**config.mk**
```make
export PLATFORM = sky130hd
export DESIGN_NAME = rskt_ram
export DESIGN_NICKNAME = d
export VERILOG_FILES = /design/src/rtl/rskt_ram.sv
export SDC_FILE = /design/constraint.sdc
export NUM_CORES = 1
export LEC_CHECK = 0
export BUFFER_PORTS_ARGS = -buffer_cell sky130_fd_sc_hd__buf_4
export CAP_MARGIN = 20
export CORE_ASPECT_RATIO = 1.2
export CORE_MARGIN = 2
export CORE_UTILIZATION = 60
export CTS_CLUSTER_SIZE = 24
export DETAILED_ROUTE_END_ITERATION = 12
export GPL_ROUTABILITY_DRIVEN = 0
export PLACE_DENSITY = 0.75
export REMOVE_ABC_BUFFERS = 1
export SLEW_MARGIN = 20
export SYNTH_ARGS = -nofsm -noshare
export SYNTH_HDL_FRONTEND = slang
export SYNTH_SLANG_ARGS = --single-unit
```
**constraint.sdc**
```tcl
create_clock -name clk -period 2.45 [get_ports clk]
set_input_delay 0.49 -clock clk [delete_from_list [all_inputs] [get_ports clk]]
set_output_delay 0.49 -clock clk [all_outputs]
set_load 0.01 [all_outputs]
```
**src/rtl/rskt_ram.sv**
```systemverilog
`timescale 1ns / 1ps

module rskt_ram #(
  parameter int WIDTH = 8,
  parameter int DEPTH = 16
) (
  input  logic                     clk,
  input  logic                     we,
  input  logic [$clog2(DEPTH)-1:0] waddr,
  input  logic [WIDTH-1:0]         wdata,
  input  logic                     re,
  input  logic [$clog2(DEPTH)-1:0] raddr,
  output logic [WIDTH-1:0]         rdata
);

  logic [WIDTH-1:0] mem [DEPTH];

  // one write port, one registered read port
  always_ff @(posedge clk) begin
    if (we) begin
      mem[waddr] <= wdata;
    end
    if (re) begin
      rdata <= mem[raddr];
    end
  end

endmodule

```
==> results.yml, run 1 <==
status:
  status: "finished clean"
worst_setup_path:
  critPathRequiredTime_ns: 2.73
  slowest_delay_ns: 0.56
  cp_max_fo: 17
  worstPathArrival_ns: 1.84
  cp-end-kind: "flop"
  path_cells: "buf_4 -> buf_12 -> mux4_1 -> a22oi_1 -> nand2_1"
  worstSetupPathType: "in -> reg"
  start_kind: "input port"
  critPathTopFamily: "multiplexers"
  path_buf_inv: 2
  critPathSlowestCell: "mux4_1"
placed_design:
  port-buffer-count: 26
  hpwl_um: 6041
synthesis:
  avgSynthCellArea_um2: 22.83
  yosys-top-cells-area: "edfxtp_1 78%, mux4_2 7.8%, mux4_1 7.0%"
  synthCells: 229
  synth_top_area_cell: "edfxtp_1"
  syn_area_um2: 5228
  ys_types: 18
  synth_warnings: 0
  synth_seq_cells: 136
  synth_top_area_frac: 0.7812
  yosysSeqAreaShare: 0.7812
finish:
  nets: 303
  drive_gt1_frac: 0.3199
  synthToLayoutAreaGrowth_pct: 19.89
  fill_cells: 506
  antenna_cells: 0
  utilization: 0.7358
cts:
  numCtsBuffers: 17
  clock_latency_ns: 0.52
  cts_hold_buf: 0
  cts_max_path_buffers: 2
  cts_root_buf: "clkbuf_8"
  ctsResizeCount: 0
  postCtsSetupRepairBufs: 0
  cts.sinks: 136
  clk_pin_slew_worst_paths_ns: 0.06
  htree_levels: 4
  cts_tree: "done"
global_route:
  grt_max_degree: 33
  gr-total-overflow: 0
  grt_first_pass_wirelength_um: 14780
  gr-usage-all-layers: 0.2327
  grt_pass1_vias: 2555
  antenna_found_initial: 0
sta:
  worstMarginPinSlew_ns: 0.6554
  hold_viol: 0
  slew_violations: 0
  final-setup-viol-count: 0
  finClkSkew_ns: 0.005356
  slew_headroom: 0.5621
  fin_crit_sh: 0.6369
  max_freq_mhz: 640.9
  finalWorstPathRequiredPeriod_ns: 1.560
  setup_tns_ns: 0
  rsz0062_at_grt: "no"
hold_path:
  hp-class: "in -> reg"
detailed_routing:
  via_count: 2501
  drtIter0Drc: 210
  firstDrtPassIters: 5
  wl_per_cell_um: 23.50
  viasPerCell: 6.041
  drc: 0
  wl_um: 9729
  drtAntennaViolNets: 0
floorplan:
  rows: 37
  io_pins: 27
  coreArea_um2: 8518
  initial_core_util: 0.6137
  chipWidth_um: 89.21
  dieArea_um2: 9479
  die-height_um: 106.3
flow_run:
  cap_violations: 0
pwr:
  power.density_nw_per_um2: 884.7
  leakagePower_nw: 2.149
  vdd_drop_max_mv: 0.5724
state kept, by name, indices dropped and copies added (netlist names):
register,flops
mem,128
rdata,8
worst register-to-register path, stage by stage (launching register included):
cell and delay, ns:
edfxtp_1 0.35, mux4_1 0.51, a22oi_1 0.30, nand2_1 0.12
stage by stage:
step | setup WS (ns) | area, µm² | instances | power [mW] | hold slack, ns
2_1_floorplan | 0.4671 | 5141 | 219 | 2.790 | 0.5889
3_3_place_gp | 0.3437 | 5645 | 382 | 2.927 | 0.7246
3_5_place_dp | 0.3238 | 5645 | 382 | 2.935 | 0.7347
4_1_cts | 0.8781 | 6267 | 414 | 5.570 | 0.2363
5_1_grt | 0.7750 | 6267 | 414 | 5.700 | 0.2396
6_report | 0.8896 | 6267 | 414 | 5.545 | 0.2476
layer usage:
layer | vias up | track usage | routed length [µm]
met4 | 0 | 0.1066 | 239
met3 | 24 | 0.06832 | 743
met1 | 1268 | 0.3157 | 3730
met5 | - | 0 | 0
li1 | 1091 | - | -
met2 | 118 | 0.3524 | 5015
cells in the final DEF, fill, tap and decap left out, types with 4 or more instances in the layout:
| cell | n |
|---|---|
| a22oi_1 | 16 |
| buf_4 | 45 |
| bufinv_16 | 5 |
| clkbuf_16 | 16 |
| clkinv_2 | 5 |
| edfxtp_1 | 136 |
| mux4_1 | 14 |
| mux4_2 | 18 |
| nand2_1 | 9 |
| nor2_1 | 13 |
| nor3_1 | 4 |
path summary, 6_finish.rpt:
| path | startpoint | endpoint | slack, ns | cells after the start |
|---|---|---|---|---|
| worst min-delay path | re | rdata[4] | 0.25 | 1 |
| worst min register to register | mem[15][4] | rdata[4] | 0.74 | 3 |
| worst max-delay path | raddr[0] | rdata[4] | 0.89 | 5 |
| worst max register to register | mem[1][1] | rdata[1] | 0.91 | 3 |
logic make-up (layout without fill, tap and decap cells):
kind of cell	after synthesis	count (layout)	share of synthesized area
compound gates	16	16	0.02298
buf+inv	10	78	0.01651
flops	136	136	0.7812
mux	32	32	0.1479
simple gates	35	35	0.03136
cells in the mapped netlist:
cell type and instances:
edfxtp_1 136, mux4_1 14, and2_1 1, or3b_2 1
nor2_1 13, mux4_2 18, buf_6 3, nand2b_1 2
nand2_1 9, nor2b_1 1, buf_2 3, nand3_1 1
clkdlybuf4s25_2 3, nand3b_1 2, and2b_1 1, buf_4 1
nor3_1 4, a22oi_1 16
cell type report:
| type | instances | area, µm² | area share |
|---|---|---|---|
| Clock buffer | 17 | 414.1 | 0.06608 |
| Clock inverter | 15 | 207.7 | 0.03314 |
| Multi-Input combinational cell | 83 | 1057 | 0.1687 |
| Sequential cell | 136 | 4084 | 0.6516 |
| Tap cell | 117 | 146.4 | 0.02336 |
| Timing Repair Buffer | 46 | 357.8 | 0.05710 |
power breakdown:
group | internal (mW) | switching, mW
clock network | 1.74 | 0.921
logic | 0.114 | 0.136
registers | 2.62 | 0.0129
total | 4.48 | 1.07
Power figures use the tool's default switching activity.
==> run 2: changes to the inputs <==
- clock period: 2.45 -> 1.46 ns (I/O delays scaled with it)
==> run 2 against run 1 <==
Net effect: final area increased by 1.6%; count of clock-buffer cells in the layout rose by 4; total power is 64% higher; wire length up 13%; worst hold slack worse by 0.18 ns; critical endpoint is now rdata[2]; non-clock buffer count increased by 12; flip-flop and latch count is the same; sequential power up 68%.
==> results.yml, run 2 (same netlist as run 1, synthesis figures left out) <==
sta:
  fin_crit_sh: 0.9869
  hold_viol: 0
  rsz0062_at_grt: "yes"
  worstMarginPinSlew_ns: 0.8971
  max_freq_mhz: 694.0
  final-setup-viol-count: 0
  finalWorstPathRequiredPeriod_ns: 1.441
  finClkSkew_ns: 0.005345
  setup_tns_ns: 0
  slew_violations: 0
  slew_headroom: 0.3997
finish:
  synthToLayoutAreaGrowth_pct: 21.78
  layout_top_registers: "mem: 128 flops, rdata: 8 flops"
  final_common_cell: "edfxtp_1"
  drive_gt1_frac: 0.3819
  antenna_cells: 0
  final_cell_mix: "136 x edfxtp_1, 54 x buf_4, 26 x mux4_2"
  nets: 315
  top_register: "mem"
  fill_cells: 506
  finalNonFillerCells: 426
  largest_reg_flops: 128
worst_setup_path:
  cp_max_fo: 1
  ff2ff_path_depth: 3
  rr_endpoint: "rdata[2]"
  worstSetupPathType: "reg -> reg"
  worstPathArrival_ns: 1.71
  critPathRequiredTime_ns: 1.72
  start_kind: "flop"
  reg2reg_from: "mem[2][2]"
  startpoint: "mem[2][2]"
  cp-end-kind: "flop"
  r2r_setup_slack_ns: 0.02
cts:
  htree_levels: 4
  cts_root_buf: "clkbuf_8"
  cts_max_path_buffers: 2
  postCtsSetupRepairBufs: 0
  cts_tree: "done"
  clk_pin_slew_worst_paths_ns: 0.06
  numCtsBuffers: 17
  cts_hold_buf: 0
  cts.sinks: 136
  clock_latency_ns: 0.52
global_route:
  busiest_layer: "met2"
  gr-usage-all-layers: 0.2625
  antenna_found_initial: 0
  grt_first_pass_wirelength_um: 16530
  gr-total-overflow: 0
  gr-usage-met3: 0.05823
  grt_max_degree: 17
  met1_usage: 0.3561
  grt_pass1_vias: 2790
  grt_util_met2: 0.4074
pwr:
  vdd_drop_max_mv: 1.138
  power.density_nw_per_um2: 1432
  leakagePower_nw: 2.166
placed_design:
  hpwl_um: 6802
  port-buffer-count: 26
  place_inst: 394
hold_path:
  hp-class: "in -> reg"
  hold_start: "wdata[1]"
  min_to: "mem[6][1]"
  hold_depth: 1
detailed_routing:
  firstDrtPassIters: 4
  viasPerCell: 6.171
  drtAntennaViolNets: 0
  wl_per_cell_um: 25.74
  via_count: 2629
  drtIter0Drc: 336
  wl_um: 10960
  drc: 0
status:
  status: "finished clean"
floorplan:
  io_pins: 27
  dieArea_um2: 9479
  rows: 37
  coreArea_um2: 8518
  chipWidth_um: 89.21
  initial_core_util: 0.6137
  die-height_um: 106.3
flow_run:
  cap_violations: 0
[run 2: power by group]
group	switching (mW)	internal, mW
combinational	0.258	0.232
clock	1.45	2.74
sequential	0.0279	4.40
total	1.74	7.38
[run 2: routing by layer]
metal / vias to the layer above / wire [µm]
met1: 1355 / 4002
met2: 138 / 5761
li1: 1110 / -
met5: - / 0
met4: 0 / 358
met3: 26 / 842
[run 2: worst max-delay path by stage]
| stage | end | depth (start not counted) |
|---|---|---|
| floorplan | mem[0][0] | 2 |
| finish | rdata[2] | 3 |
| CTS | rdata[0] | 3 |
| detailed placement | rdata[4] | 5 |
| global route | rdata[2] | 3 |
| global placement | rdata[4] | 5 |
[run 2: worst max-delay path: stages (launching register included)]
cell	delay [ns]
edfxtp_1	0.41
mux4_2	0.50
a22oi_2	0.17
nand2_1	0.10
[run 2: final cells by class]
cell class                      count  area (µm²)  share of cell area
Clock buffer                       21       429.2             0.06741
Sequential cell                   136        4084              0.6415
Tap cell                          117       146.4             0.02300
Timing Repair Buffer               58       485.5             0.07626
Clock inverter                     11       153.9             0.02417
Multi-Input combinational cell     83        1067              0.1676
[run 2: what timing repair did]
action                                 4_1_cts  5_1_grt
pin swaps                                    1        4
resized for setup                            5       11
setup endpoints to repair                    4        7
endpoints found under the hold margin        0        0
[run 2: stage by stage]
stage | hold WS (ns) | cell area [µm²] | total power [mW] | worst slack, ns | util
after floorplan | 0.3909 | 5141 | 4.682 | -0.3249 | -
after global placement | 0.5841 | 5773 | 4.952 | -0.3324 | 0.6777
after detailed placement | 0.5980 | 5773 | 4.973 | -0.3573 | 0.6777
after CTS | 0.05218 | 6346 | 9.154 | -0.01285 | 0.7450
after global routing | 0.06648 | 6366 | 9.354 | -0.002753 | 0.7474
final | 0.07153 | 6366 | 9.116 | 0.01916 | 0.7474
